**src/spdc_pkg.sv**
```systemverilog
package spdc_pkg;

  // Configuration register indexes
  localparam int CFG_IDX_W = 2;
  localparam logic [CFG_IDX_W-1:0] CFG_GAIN_P    = 2'd0;
  localparam logic [CFG_IDX_W-1:0] CFG_GAIN_I    = 2'd1;
  localparam logic [CFG_IDX_W-1:0] CFG_GAIN_D    = 2'd2;
  localparam logic [CFG_IDX_W-1:0] CFG_DEAD_BAND = 2'd3;

  localparam logic [15:0] GAIN_P_RST    = 16'd256;
  localparam logic [15:0] GAIN_I_RST    = 16'd0;
  localparam logic [15:0] GAIN_D_RST    = 16'd0;
  localparam logic [9:0]  DEAD_BAND_RST = 10'd10;

  // Drive modes
  localparam logic [7:0] MODE_PAUSE  = 8'd0;
  localparam logic [7:0] MODE_MANUAL = 8'd1;
  localparam logic [7:0] MODE_AUTO   = 8'd2;

  // Status codes
  localparam logic [3:0] ST_N     = 4'd0;
  localparam logic [3:0] ST_R     = 4'd1;
  localparam logic [3:0] ST_L     = 4'd2;
  localparam logic [3:0] ST_PAUSE = 4'd3;
  localparam logic [3:0] ST_AN    = 4'd4;
  localparam logic [3:0] ST_AR    = 4'd5;
  localparam logic [3:0] ST_AL    = 4'd6;
  localparam logic [3:0] ST_HOLD  = 4'd7;
  localparam logic [3:0] ST_ERROR = 4'd8;
  localparam logic [3:0] ST_NOSIG = 4'd9;

  // Bridge sides
  localparam logic [1:0] SIDE_OFF   = 2'd0;
  localparam logic [1:0] SIDE_RIGHT = 2'd1;
  localparam logic [1:0] SIDE_LEFT  = 2'd2;

  // Arithmetic constants
  localparam logic signed [17:0] INTEG_MAX = 18'sd100000;
  localparam logic signed [17:0] INTEG_MIN = -18'sd100000;
  localparam logic signed [16:0] D_SCALE   = 17'sd1000;
  localparam logic [7:0]         DUTY_MAX  = 8'd255;
  localparam logic signed [11:0] ERR_MIN   = -12'sd2048;
  localparam logic signed [9:0]  REP_MIN   = -10'sd512;
  localparam logic signed [9:0]  REP_MAX   = 10'sd511;

  // Divide by 1000 for a dividend below 2^33: ((x >> 3) * 0x4189374C) >> 37
  localparam logic [15:0] RCP_M_HI = 16'h4189;
  localparam logic [15:0] RCP_M_LO = 16'h374C;

  // Divider geometry
  localparam int DIV_W     = 40;
  localparam int DIV_CNT_W = 6;
  localparam logic [DIV_CNT_W-1:0] DIV_CNT_INIT = DIV_CNT_W'(DIV_W);

  // Microcode
  localparam int PC_W = 4;

  typedef enum logic [3:0] {
    OP_ERR,
    OP_MUL_EDT,
    OP_INTEG,
    OP_MUL_P,
    OP_MUL_I,
    OP_RCP_LD,
    OP_RCP_HI,
    OP_RCP_LO,
    OP_DIV_STEP,
    OP_ADD_Q,
    OP_MUL_D1,
    OP_MUL_D2,
    OP_DIV_LD_D,
    OP_FINISH
  } op_t;

  typedef enum logic [1:0] {
    CND_NONE,
    CND_NO_PID,
    CND_DIV_MORE,
    CND_DT_ZERO
  } cond_t;

  typedef struct packed {
    op_t             op;
    cond_t           cond;
    logic [PC_W-1:0] target;
  } uword_t;

  localparam logic [PC_W-1:0] PC_START  = 4'd0;
  localparam logic [PC_W-1:0] PC_DIV_D  = 4'd12;
  localparam logic [PC_W-1:0] PC_FINISH = 4'd14;

  // Control program for one tick
  function automatic uword_t ucode_rom(input logic [PC_W-1:0] pc);
    uword_t w;
    unique case (pc)
      4'd0:    w = '{OP_ERR,      CND_NO_PID,   PC_FINISH};
      4'd1:    w = '{OP_MUL_EDT,  CND_NONE,     PC_START};
      4'd2:    w = '{OP_INTEG,    CND_NONE,     PC_START};
      4'd3:    w = '{OP_MUL_P,    CND_NONE,     PC_START};
      4'd4:    w = '{OP_MUL_I,    CND_NONE,     PC_START};
      4'd5:    w = '{OP_RCP_LD,   CND_NONE,     PC_START};
      4'd6:    w = '{OP_RCP_HI,   CND_NONE,     PC_START};
      4'd7:    w = '{OP_RCP_LO,   CND_NONE,     PC_START};
      4'd8:    w = '{OP_ADD_Q,    CND_DT_ZERO,  PC_FINISH};
      4'd9:    w = '{OP_MUL_D1,   CND_NONE,     PC_START};
      4'd10:   w = '{OP_MUL_D2,   CND_NONE,     PC_START};
      4'd11:   w = '{OP_DIV_LD_D, CND_NONE,     PC_START};
      4'd12:   w = '{OP_DIV_STEP, CND_DIV_MORE, PC_DIV_D};
      4'd13:   w = '{OP_ADD_Q,    CND_NONE,     PC_START};
      default: w = '{OP_FINISH,   CND_NONE,     PC_START};
    endcase
    return w;
  endfunction

endpackage

```
**src/steering_pid_drive_control.sv**
```systemverilog
// Channel  Direction  Handshake          Payload
// in_      in         in_valid/in_stall   pot, link, mode, two targets, fresh, now_ms
// out_     out        out_valid/out_stall duty, side, status, pot echo, error report
// cfg_     in         cfg_valid/cfg_ready register index, 16-bit write data
//
// One tick at a time, run by a 15-step control program over one shared 33x17
// multiplier and one restoring divider that retires one quotient bit a cycle;
// the divide by 1000 is a two-step reciprocal multiplication on the multiplier.
// A tick with no PID jumps from the first step to the finish step; a zero
// time step skips the derivative and its 40-step division by the time step.
// Reset is synchronous, active low; gains, dead band, integral, last error and
// last time return to their reset values. in_stall is high while a tick runs;
// a stalled result holds the last program step until the output slot frees.
module steering_pid_drive_control (
  input  logic                           clk,
  input  logic                           rst_n,
  input  logic                           in_valid,
  output logic                           in_stall,
  input  logic [9:0]                     in_pot_reading,
  input  logic                           in_link_good,
  input  logic [7:0]                     in_drive_mode,
  input  logic signed [11:0]             in_manual_target,
  input  logic signed [11:0]             in_auto_target,
  input  logic                           in_command_fresh,
  input  logic [31:0]                    in_now_ms,
  output logic                           out_valid,
  input  logic                           out_stall,
  output logic [7:0]                     out_pwm_duty,
  output logic [1:0]                     out_drive_side,
  output logic [3:0]                     out_status_code,
  output logic [9:0]                     out_pot_echo,
  output logic signed [9:0]              out_error_report,
  input  logic                           cfg_valid,
  output logic                           cfg_ready,
  input  logic [spdc_pkg::CFG_IDX_W-1:0] cfg_index,
  input  logic [15:0]                    cfg_data
);
  import spdc_pkg::*;

  // Sequencer and handshake state
  logic                 busy_r, busy_nxt;
  logic [PC_W-1:0]      pc_r, pc_nxt;
  logic                 out_valid_r, out_valid_nxt;

  // Configuration
  logic [15:0]          gain_p_r, gain_p_nxt;
  logic [15:0]          gain_i_r, gain_i_nxt;
  logic [15:0]          gain_d_r, gain_d_nxt;
  logic [9:0]           dead_band_r, dead_band_nxt;

  // Controller state
  logic signed [17:0]   isum_r, isum_nxt;
  logic signed [11:0]   prev_err_r, prev_err_nxt;
  logic [31:0]          prev_time_r, prev_time_nxt;

  // Captured tick
  logic [9:0]           pot_r, pot_nxt;
  logic signed [11:0]   target_r, target_nxt;
  logic [31:0]          now_r, now_nxt;
  logic                 run_pid_r, run_pid_nxt;
  logic                 auto_r, auto_nxt;
  logic [3:0]           status_r, status_nxt;

  // Datapath
  logic signed [11:0]   e_r, e_nxt;
  logic [31:0]          dt_r, dt_nxt;
  logic signed [45:0]   prod_r, prod_nxt;
  logic signed [17:0]   integ_r, integ_nxt;
  logic signed [41:0]   sum_r, sum_nxt;
  logic [DIV_W-1:0]     quo_r, quo_nxt;
  logic [31:0]          rem_r, rem_nxt;
  logic [31:0]          divisor_r, divisor_nxt;
  logic                 div_neg_r, div_neg_nxt;
  logic [DIV_CNT_W-1:0] div_cnt_r, div_cnt_nxt;

  // Result register
  logic [7:0]           duty_r, duty_nxt;
  logic [1:0]           side_r, side_nxt;
  logic [3:0]           ostat_r, ostat_nxt;
  logic [9:0]           echo_r, echo_nxt;
  logic signed [9:0]    rep_r, rep_nxt;

  // Combinational helpers
  uword_t               uw;
  logic                 in_xfer;
  logic                 out_free;
  logic                 jump;
  logic signed [32:0]   mul_a;
  logic signed [16:0]   mul_b;
  logic signed [49:0]   mul_p;
  logic signed [13:0]   err_raw;
  logic signed [12:0]   diff;
  logic signed [46:0]   integ_raw;
  logic [45:0]          prod_mag;
  logic [61:0]          rcp_full;
  logic [32:0]          rem_shift;
  logic                 q_bit;
  logic [41:0]          q_ext;
  logic [41:0]          sum_mag;
  logic [33:0]          duty_full;
  logic signed [12:0]   e_ext;
  logic [12:0]          abs_e;
  logic signed [11:0]   err_out;

  assign in_stall  = busy_r;
  assign cfg_ready = 1'b1;
  assign in_xfer   = in_valid & ~busy_r;
  assign out_free  = ~out_valid_r | ~out_stall;
  assign uw        = ucode_rom(pc_r);

  // Select operands of the shared multiplier
  always_comb begin
    mul_a = '0;
    mul_b = '0;
    unique case (uw.op)
      OP_MUL_EDT: begin
        mul_a = $signed({1'b0, dt_r});
        mul_b = 17'(e_r);
      end
      OP_MUL_P: begin
        mul_a = $signed({17'd0, gain_p_r});
        mul_b = 17'(e_r);
      end
      OP_MUL_I: begin
        mul_a = 33'(integ_r);
        mul_b = $signed({1'b0, gain_i_r});
      end
      OP_RCP_HI: begin
        mul_a = $signed({3'd0, quo_r[29:0]});
        mul_b = $signed({1'b0, RCP_M_HI});
      end
      OP_RCP_LO: begin
        mul_a = $signed({3'd0, quo_r[29:0]});
        mul_b = $signed({1'b0, RCP_M_LO});
      end
      OP_MUL_D1: begin
        mul_a = $signed({17'd0, gain_d_r});
        mul_b = 17'(diff);
      end
      OP_MUL_D2: begin
        mul_a = prod_r[32:0];
        mul_b = D_SCALE;
      end
      default: begin
        mul_a = '0;
        mul_b = '0;
      end
    endcase
  end

  assign mul_p     = mul_a * mul_b;
  assign err_raw   = 14'(target_r) - $signed({4'd0, pot_r});
  assign diff      = 13'(e_r) - 13'(prev_err_r);
  assign integ_raw = 47'(isum_r) + 47'(prod_r);
  assign prod_mag  = prod_r[45] ? 46'(-prod_r) : 46'(prod_r);
  // Full reciprocal product: high partial product from the last step plus the low one
  assign rcp_full  = {prod_r[45:0], 16'd0} + {16'd0, mul_p[45:0]};
  assign rem_shift = {rem_r, quo_r[DIV_W-1]};
  assign q_bit     = rem_shift >= {1'b0, divisor_r};
  assign q_ext     = {2'b00, quo_r};
  assign sum_mag   = sum_r[41] ? 42'(-sum_r) : 42'(sum_r);
  assign duty_full = sum_mag[41:8];
  assign e_ext     = 13'(e_r);
  assign abs_e     = e_ext[12] ? 13'(-e_ext) : 13'(e_ext);
  assign err_out   = run_pid_r ? e_r : prev_err_r;

  // Branch condition of the current step
  always_comb begin
    unique case (uw.cond)
      CND_NO_PID:   jump = ~run_pid_r;
      CND_DIV_MORE: jump = div_cnt_r != DIV_CNT_W'(1);
      CND_DT_ZERO:  jump = dt_r == '0;
      default:      jump = 1'b0;
    endcase
  end

  // Next-state logic
  always_comb begin
    busy_nxt      = busy_r;
    pc_nxt        = pc_r;
    out_valid_nxt = out_valid_r;
    gain_p_nxt    = gain_p_r;
    gain_i_nxt    = gain_i_r;
    gain_d_nxt    = gain_d_r;
    dead_band_nxt = dead_band_r;
    isum_nxt      = isum_r;
    prev_err_nxt  = prev_err_r;
    prev_time_nxt = prev_time_r;
    pot_nxt       = pot_r;
    target_nxt    = target_r;
    now_nxt       = now_r;
    run_pid_nxt   = run_pid_r;
    auto_nxt      = auto_r;
    status_nxt    = status_r;
    e_nxt         = e_r;
    dt_nxt        = dt_r;
    prod_nxt      = prod_r;
    integ_nxt     = integ_r;
    sum_nxt       = sum_r;
    quo_nxt       = quo_r;
    rem_nxt       = rem_r;
    divisor_nxt   = divisor_r;
    div_neg_nxt   = div_neg_r;
    div_cnt_nxt   = div_cnt_r;
    duty_nxt      = duty_r;
    side_nxt      = side_r;
    ostat_nxt     = ostat_r;
    echo_nxt      = echo_r;
    rep_nxt       = rep_r;

    // Write configuration
    if (cfg_valid) begin
      unique case (cfg_index)
        CFG_GAIN_P:    gain_p_nxt    = cfg_data;
        CFG_GAIN_I:    gain_i_nxt    = cfg_data;
        CFG_GAIN_D:    gain_d_nxt    = cfg_data;
        CFG_DEAD_BAND: dead_band_nxt = cfg_data[9:0];
        default:       gain_p_nxt    = gain_p_r;
      endcase
    end

    // Drop a result once its transfer completes
    if (out_valid_r && !out_stall) begin
      out_valid_nxt = 1'b0;
    end

    // Capture a tick and decide the mode
    if (in_xfer) begin
      busy_nxt    = 1'b1;
      pc_nxt      = PC_START;
      pot_nxt     = in_pot_reading;
      now_nxt     = in_now_ms;
      run_pid_nxt = 1'b0;
      auto_nxt    = 1'b0;
      target_nxt  = in_manual_target;
      priority if (!in_link_good) begin
        status_nxt = ST_NOSIG;
      end else if (in_drive_mode == MODE_PAUSE) begin
        status_nxt = ST_PAUSE;
      end else if (in_drive_mode == MODE_MANUAL) begin
        status_nxt  = ST_N;
        run_pid_nxt = 1'b1;
      end else if (in_drive_mode == MODE_AUTO) begin
        target_nxt = in_auto_target;
        if (in_command_fresh) begin
          status_nxt  = ST_AN;
          run_pid_nxt = 1'b1;
          auto_nxt    = 1'b1;
        end else begin
          status_nxt = ST_HOLD;
        end
      end else begin
        status_nxt = ST_ERROR;
      end
    end

    // Execute one control word
    if (busy_r) begin
      if (uw.op != OP_FINISH) begin
        pc_nxt = jump ? uw.target : pc_r + PC_W'(1);
      end
      unique case (uw.op)
        OP_ERR: begin
          e_nxt  = (err_raw < 14'(ERR_MIN)) ? ERR_MIN : err_raw[11:0];
          dt_nxt = now_r - prev_time_r;
        end
        OP_MUL_EDT, OP_MUL_I, OP_MUL_D1, OP_MUL_D2, OP_RCP_HI: begin
          prod_nxt = mul_p[45:0];
        end
        OP_INTEG: begin
          priority if (integ_raw > 47'(INTEG_MAX)) begin
            integ_nxt = INTEG_MAX;
          end else if (integ_raw < 47'(INTEG_MIN)) begin
            integ_nxt = INTEG_MIN;
          end else begin
            integ_nxt = integ_raw[17:0];
          end
        end
        OP_MUL_P: begin
          sum_nxt = mul_p[41:0];
        end
        OP_RCP_LD: begin
          // Keep the sign and hold the magnitude divided by 8
          div_neg_nxt = prod_r[45];
          quo_nxt     = DIV_W'(prod_mag[32:3]);
        end
        OP_RCP_LO: begin
          quo_nxt = DIV_W'(rcp_full[61:37]);
        end
        OP_DIV_LD_D: begin
          div_neg_nxt = prod_r[45];
          quo_nxt     = prod_mag[DIV_W-1:0];
          rem_nxt     = '0;
          divisor_nxt = dt_r;
          div_cnt_nxt = DIV_CNT_INIT;
        end
        OP_DIV_STEP: begin
          rem_nxt     = q_bit ? 32'(rem_shift - {1'b0, divisor_r}) : rem_shift[31:0];
          quo_nxt     = {quo_r[DIV_W-2:0], q_bit};
          div_cnt_nxt = div_cnt_r - DIV_CNT_W'(1);
        end
        OP_ADD_Q: begin
          sum_nxt = div_neg_r ? 42'(sum_r - $signed(q_ext)) : 42'(sum_r + $signed(q_ext));
        end
        OP_FINISH: begin
          // Hold until the output slot frees, then commit state and load result
          if (out_free) begin
            busy_nxt      = 1'b0;
            pc_nxt        = PC_START;
            out_valid_nxt = 1'b1;
            echo_nxt      = pot_r;
            duty_nxt      = '0;
            side_nxt      = SIDE_OFF;
            ostat_nxt     = status_r;
            if (run_pid_r) begin
              prev_time_nxt = now_r;
              prev_err_nxt  = e_r;
              isum_nxt      = integ_r;
              if (abs_e <= {3'd0, dead_band_r}) begin
                ostat_nxt = auto_r ? ST_AN : ST_N;
              end else begin
                duty_nxt = (duty_full[33:8] != '0) ? DUTY_MAX : duty_full[7:0];
                if (!sum_r[41] && sum_r != '0) begin
                  side_nxt  = SIDE_RIGHT;
                  ostat_nxt = auto_r ? ST_AR : ST_R;
                end else begin
                  side_nxt  = SIDE_LEFT;
                  ostat_nxt = auto_r ? ST_AL : ST_L;
                end
              end
            end
            priority if (err_out < 12'(REP_MIN)) begin
              rep_nxt = REP_MIN;
            end else if (err_out > 12'(REP_MAX)) begin
              rep_nxt = REP_MAX;
            end else begin
              rep_nxt = err_out[9:0];
            end
          end
        end
        default: begin
          pc_nxt = PC_FINISH;
        end
      endcase
    end
  end

  // Registers
  always_ff @(posedge clk) begin
    if (!rst_n) begin
      busy_r      <= 1'b0;
      pc_r        <= PC_START;
      out_valid_r <= 1'b0;
      gain_p_r    <= GAIN_P_RST;
      gain_i_r    <= GAIN_I_RST;
      gain_d_r    <= GAIN_D_RST;
      dead_band_r <= DEAD_BAND_RST;
      isum_r      <= '0;
      prev_err_r  <= '0;
      prev_time_r <= '0;
      div_cnt_r   <= '0;
    end else begin
      busy_r      <= busy_nxt;
      pc_r        <= pc_nxt;
      out_valid_r <= out_valid_nxt;
      gain_p_r    <= gain_p_nxt;
      gain_i_r    <= gain_i_nxt;
      gain_d_r    <= gain_d_nxt;
      dead_band_r <= dead_band_nxt;
      isum_r      <= isum_nxt;
      prev_err_r  <= prev_err_nxt;
      prev_time_r <= prev_time_nxt;
      div_cnt_r   <= div_cnt_nxt;
    end
    pot_r     <= pot_nxt;
    target_r  <= target_nxt;
    now_r     <= now_nxt;
    run_pid_r <= run_pid_nxt;
    auto_r    <= auto_nxt;
    status_r  <= status_nxt;
    e_r       <= e_nxt;
    dt_r      <= dt_nxt;
    prod_r    <= prod_nxt;
    integ_r   <= integ_nxt;
    sum_r     <= sum_nxt;
    quo_r     <= quo_nxt;
    rem_r     <= rem_nxt;
    divisor_r <= divisor_nxt;
    div_neg_r <= div_neg_nxt;
    duty_r    <= duty_nxt;
    side_r    <= side_nxt;
    ostat_r   <= ostat_nxt;
    echo_r    <= echo_nxt;
    rep_r     <= rep_nxt;
  end

  assign out_valid        = out_valid_r;
  assign out_pwm_duty     = duty_r;
  assign out_drive_side   = side_r;
  assign out_status_code  = ostat_r;
  assign out_pot_echo     = echo_r;
  assign out_error_report = rep_r;

  // A new result only appears from the last program step
  a_result_from_finish: assert property (@(posedge clk) disable iff (!rst_n)
    $rose(out_valid_r) |-> $past(busy_r && pc_r == PC_FINISH))
    else $error("result loaded outside the finish step");

  // Integral stays inside its clamp
  a_integ_bounded: assert property (@(posedge clk) disable iff (!rst_n)
    (isum_r <= INTEG_MAX) && (isum_r >= INTEG_MIN))
    else $error("integral out of range");

  // A transferred tick starts the program at its first step
  a_accept_starts: assert property (@(posedge clk) disable iff (!rst_n)
    in_xfer |=> busy_r && pc_r == PC_START)
    else $error("tick not started after transfer");

  // A driven side goes with a driving status
  a_side_status: assert property (@(posedge clk) disable iff (!rst_n)
    (out_valid_r && side_r != SIDE_OFF) |->
      (ostat_r == ST_R || ostat_r == ST_L || ostat_r == ST_AR || ostat_r == ST_AL))
    else $error("side driven with a stop status");

  // The divider only counts during a running tick
  a_div_idle: assert property (@(posedge clk) disable iff (!rst_n)
    (div_cnt_r != '0) |-> busy_r)
    else $error("divider active while idle");

endmodule

```
**config.mk**
```make
export PLATFORM = sky130hd
export DESIGN_NAME = steering_pid_drive_control
export DESIGN_NICKNAME = d
export VERILOG_FILES = /design/src/spdc_pkg.sv /design/src/steering_pid_drive_control.sv
export SDC_FILE = /design/constraint.sdc
export NUM_CORES = 2
export LEC_CHECK = 0
export BUFFER_PORTS_ARGS = -buffer_cell sky130_fd_sc_hd__buf_2
export CAP_MARGIN = 20
export CORE_UTILIZATION = 36
export CTS_CLUSTER_DIAMETER = 30
export CTS_CLUSTER_SIZE = 16
export DETAILED_ROUTE_END_ITERATION = 12
export PLACE_DENSITY = 0.62
export SLEW_MARGIN = 10
export SYNTH_ARGS = -nofsm -noshare
export SYNTH_HDL_FRONTEND = slang
export SYNTH_SLANG_ARGS = --single-unit
export TNS_END_PERCENT = 30
```
**constraint.sdc**
```tcl
create_clock -name clk -period 16.7 [get_ports clk]
set_clock_uncertainty 0.15 [all_clocks]
set_input_delay 3.34 -clock clk [delete_from_list [all_inputs] [get_ports clk]]
set_output_delay 3.34 -clock clk [all_outputs]
set_load 0.005 [all_outputs]
```
==> results_dict.tcl <==
set metrics [dict create \
    p_int_uw 3490 \
    finalWirelength_um 177000 \
    hp-class "reg2reg" \
    pin_count 136 \
    power.switching_uw 1810 \
    cts_buffers 119 \
    leakage_uw 0.0252 \
    grt_max_degree 97 \
    grt_pass1_vias 42900 \
    fin_crit_sh 0.816 \
    seq_power_share 0.279 \
    grt_util_met1 0.329 \
    track_usage 0.249 \
    post_cts_resized 0 \
    pwr-share-clk 0.459 \
    cts.htree.levels 3 \
    worstMarginPinSlew_ns 1.14 \
    use_met3 0.0605 \
    startpoint_type "flop" \
    path_common_cell "inv_1" \
    rsz0062_at_grt "false" \
    cts-root-buf "clkbuf_16" \
    fillCellCount 13900 \
    syn_avg_cell_area_um2 8.84 \
    clockBufferDepth 3 \
    setup.worst_path.class "reg2reg" \
    antenna_left 0 \
    cp.required_ns 17.01 \
    asyncSetResetFlopFracSynth 0 \
    dp_hpwl_um 137000 \
    die_w_um 378 \
    ctsHoldBuffers 0 \
    nets 6796 \
    antenna_found_initial 11 \
    finalCriticalPeriod_ns 13.62 \
    total_power_uw 5300 \
    setup_violations 0 \
    io_buffers 134 \
    via_per_inst 5.53 \
    outcome "completed" \
    rows 137 \
    place.gp.congestion 1.01 \
    critPathMaxStageDelay_ns 0.68 \
    ys_ff_latch 488 \
    drtIter0Drc 4087 \
    vias 43400 \
    finalSetupTns_ns 0 \
    cts_tree "yes" \
    crit_slowest_cell "a2111oi_0" \
    final_cell_mix "885 x nand2_1, 739 x inv_1, 535 x nor2_1, 509 x fa_1, 349 x edfxtp_1" \
    synthCells 5754 \
    synth_flop_cell "edfxtp_1" \
    area_growth_pct 14.0 \
    ys_seq_area_frac 0.261 \
    max_freq_mhz 73.4 \
    synth.largest_area_cell "edfxtp_1" \
    gr-max-usage-layer "met2" \
    clock-sinks 488 \
    clkLatencyLatePin_ns 0.78 \
    swShare 0.341 \
    peakVddDrop_uv 180 \
    grt_pass1_wl_um 267000 \
    dieArea_mm2 0.143 \
    critical_path_arrival_ns 13.93 \
    synth_area_mm2 0.0509 \
    die_y_um 378 \
    synth_nets 6696 \
    ys_top_cells_by_area "edfxtp_1 21%, fa_1 20%, ha_1 8.2%" \
    synth_top_area_frac 0.206 \
    overflow 0 \
    grt_util_met2 0.379 \
    synth.distinct_cells 98 \
    final-max-slew-violation-count 0 \
    dr.pass1.iters 8 \
    drive_gt1_frac 0.0844 \
    clkTransAtPathRegs_ns 0.05 \
    comb_power_share 0.262 \
    end_kind "flop" \
    seq_area_mm2 0.0133 \
    drc 0 \
    hold_viol_final 0 \
    wl_per_cell_um 22.6 \
    multi_input_area_mm2 0.0341 \
    drv_cap 0 \
    crit_fanout 28 \
    slew_headroom 0.240 \
    post_cts_buffers 0 \
    yosys_warnings 0 \
    core_area_mm2 0.140 \
    final_util 0.415 \
    final_common_cell "nand2_1" \
    power_density_mw_per_mm2 91.4 \
    synth_edf_count 349 \
    initial_core_util 0.364 \
]
==> critical path, delay by kind of cell, from the launching register on <==
kind | cells | cell delay [ns]
and+or+nand+nor | 8 | 1.46
adders and majority gates | 10 | 3.89
AOI/OAI and AO/OA | 21 | 5.52
buffers and inverters | 9 | 1.42
xor gates and xnor gates | 1 | 0.40
DFF | 1 | 0.47
==> cells in the mapped netlist (all sizes together) (104+ instances only) <==
library cell / count
a21boi: 137
a21o: 120
a21oi: 262
clkbuf: 214
dfxtp: 139
edfxtp: 349
fa: 509
ha: 334
inv: 739
nand2: 887
nor2: 539
o21ai: 219
xnor2: 181
xor2: 104
==> worst paths after layout <==
kind | from | to | slack, ns | depth (start not counted)
worst max-delay path | e_r[0]$_SDFFCE_PP0P_ | quo_r[18]$_DFFE_PP_ | 3.08 | 49
worst min-delay path | pot_r[3]$_DFFE_PP_ | out_pot_echo[3]$_DFFE_PP_ | 0.30 | 0
worst max register to register | e_r[0]$_SDFFCE_PP0P_ | quo_r[18]$_DFFE_PP_ | 3.08 | 49
worst min register to register | pot_r[3]$_DFFE_PP_ | out_pot_echo[3]$_DFFE_PP_ | 0.30 | 0
==> final cells by class <==
type,count,share of cell area
diodes,10,0.000431
clock buffers,134,0.0528
clock inverters,92,0.0203
inverters,740,0.0479
multi-input cells,4297,0.588
flip-flops and latches,488,0.229
well taps,1876,0.0405
repair buffers,208,0.0211
==> metal layers <==
| layer | wire [um] | vias to the layer above |
|---|---|---|
| li1 | - | 19700 |
| met1 | 73400 | 21200 |
| met2 | 76600 | 1985 |
| met3 | 17200 | 420 |
| met4 | 9790 | 0 |
| met5 | 0 | - |
==> flip-flops by register name, indices dropped and copies added, names as in the netlist, 16 cells and up <==
signal and cells:
dt_r 32, gain_i_r 16, rem_r 32, prod_r 46, now_r 32, divisor_r 32, quo_r 40, isum_r 18
integ_r 18, gain_p_r 16, sum_r 42, gain_d_r 16, prev_time_r 32
==> power by group through the flow <==
| stage | clock (uW) | combinational [uW] | sequential, uW |
|---|---|---|---|
| 2_1_floorplan | 0 | 931 | 1440 |
| 6_report | 2430 | 1390 | 1480 |
| 5_1_grt | 2520 | 1520 | 1480 |
| 4_1_cts | 2460 | 1360 | 1480 |
| 3_3_place_gp | 0 | 1340 | 1500 |
| 3_5_place_dp | 0 | 1350 | 1500 |
==> through the flow <==
stage	cells	hold WS, ns	worst slack (ns)	cell area, um^2
floorplan	5754	0.276	5.35	50900
global placement	7607	0.286	3.27	53700
detailed placement	7608	0.291	3.40	53700
CTS	7834	0.297	3.36	58000
global route	7842	0.304	2.29	58000
finish	7845	0.302	3.08	58000
==> kinds of logic after synthesis <==
family,synth area share
adder cells (fa/ha/maj),0.282
multiplexers,0.0114
AND/OR/NAND/NOR,0.172
other,0.0000737
XOR/XNOR,0.0491
buffers and inverters,0.0720
AO/OA/AOI/OAI,0.153
flip-flops,0.261
(Power assumes the default switching activity.)
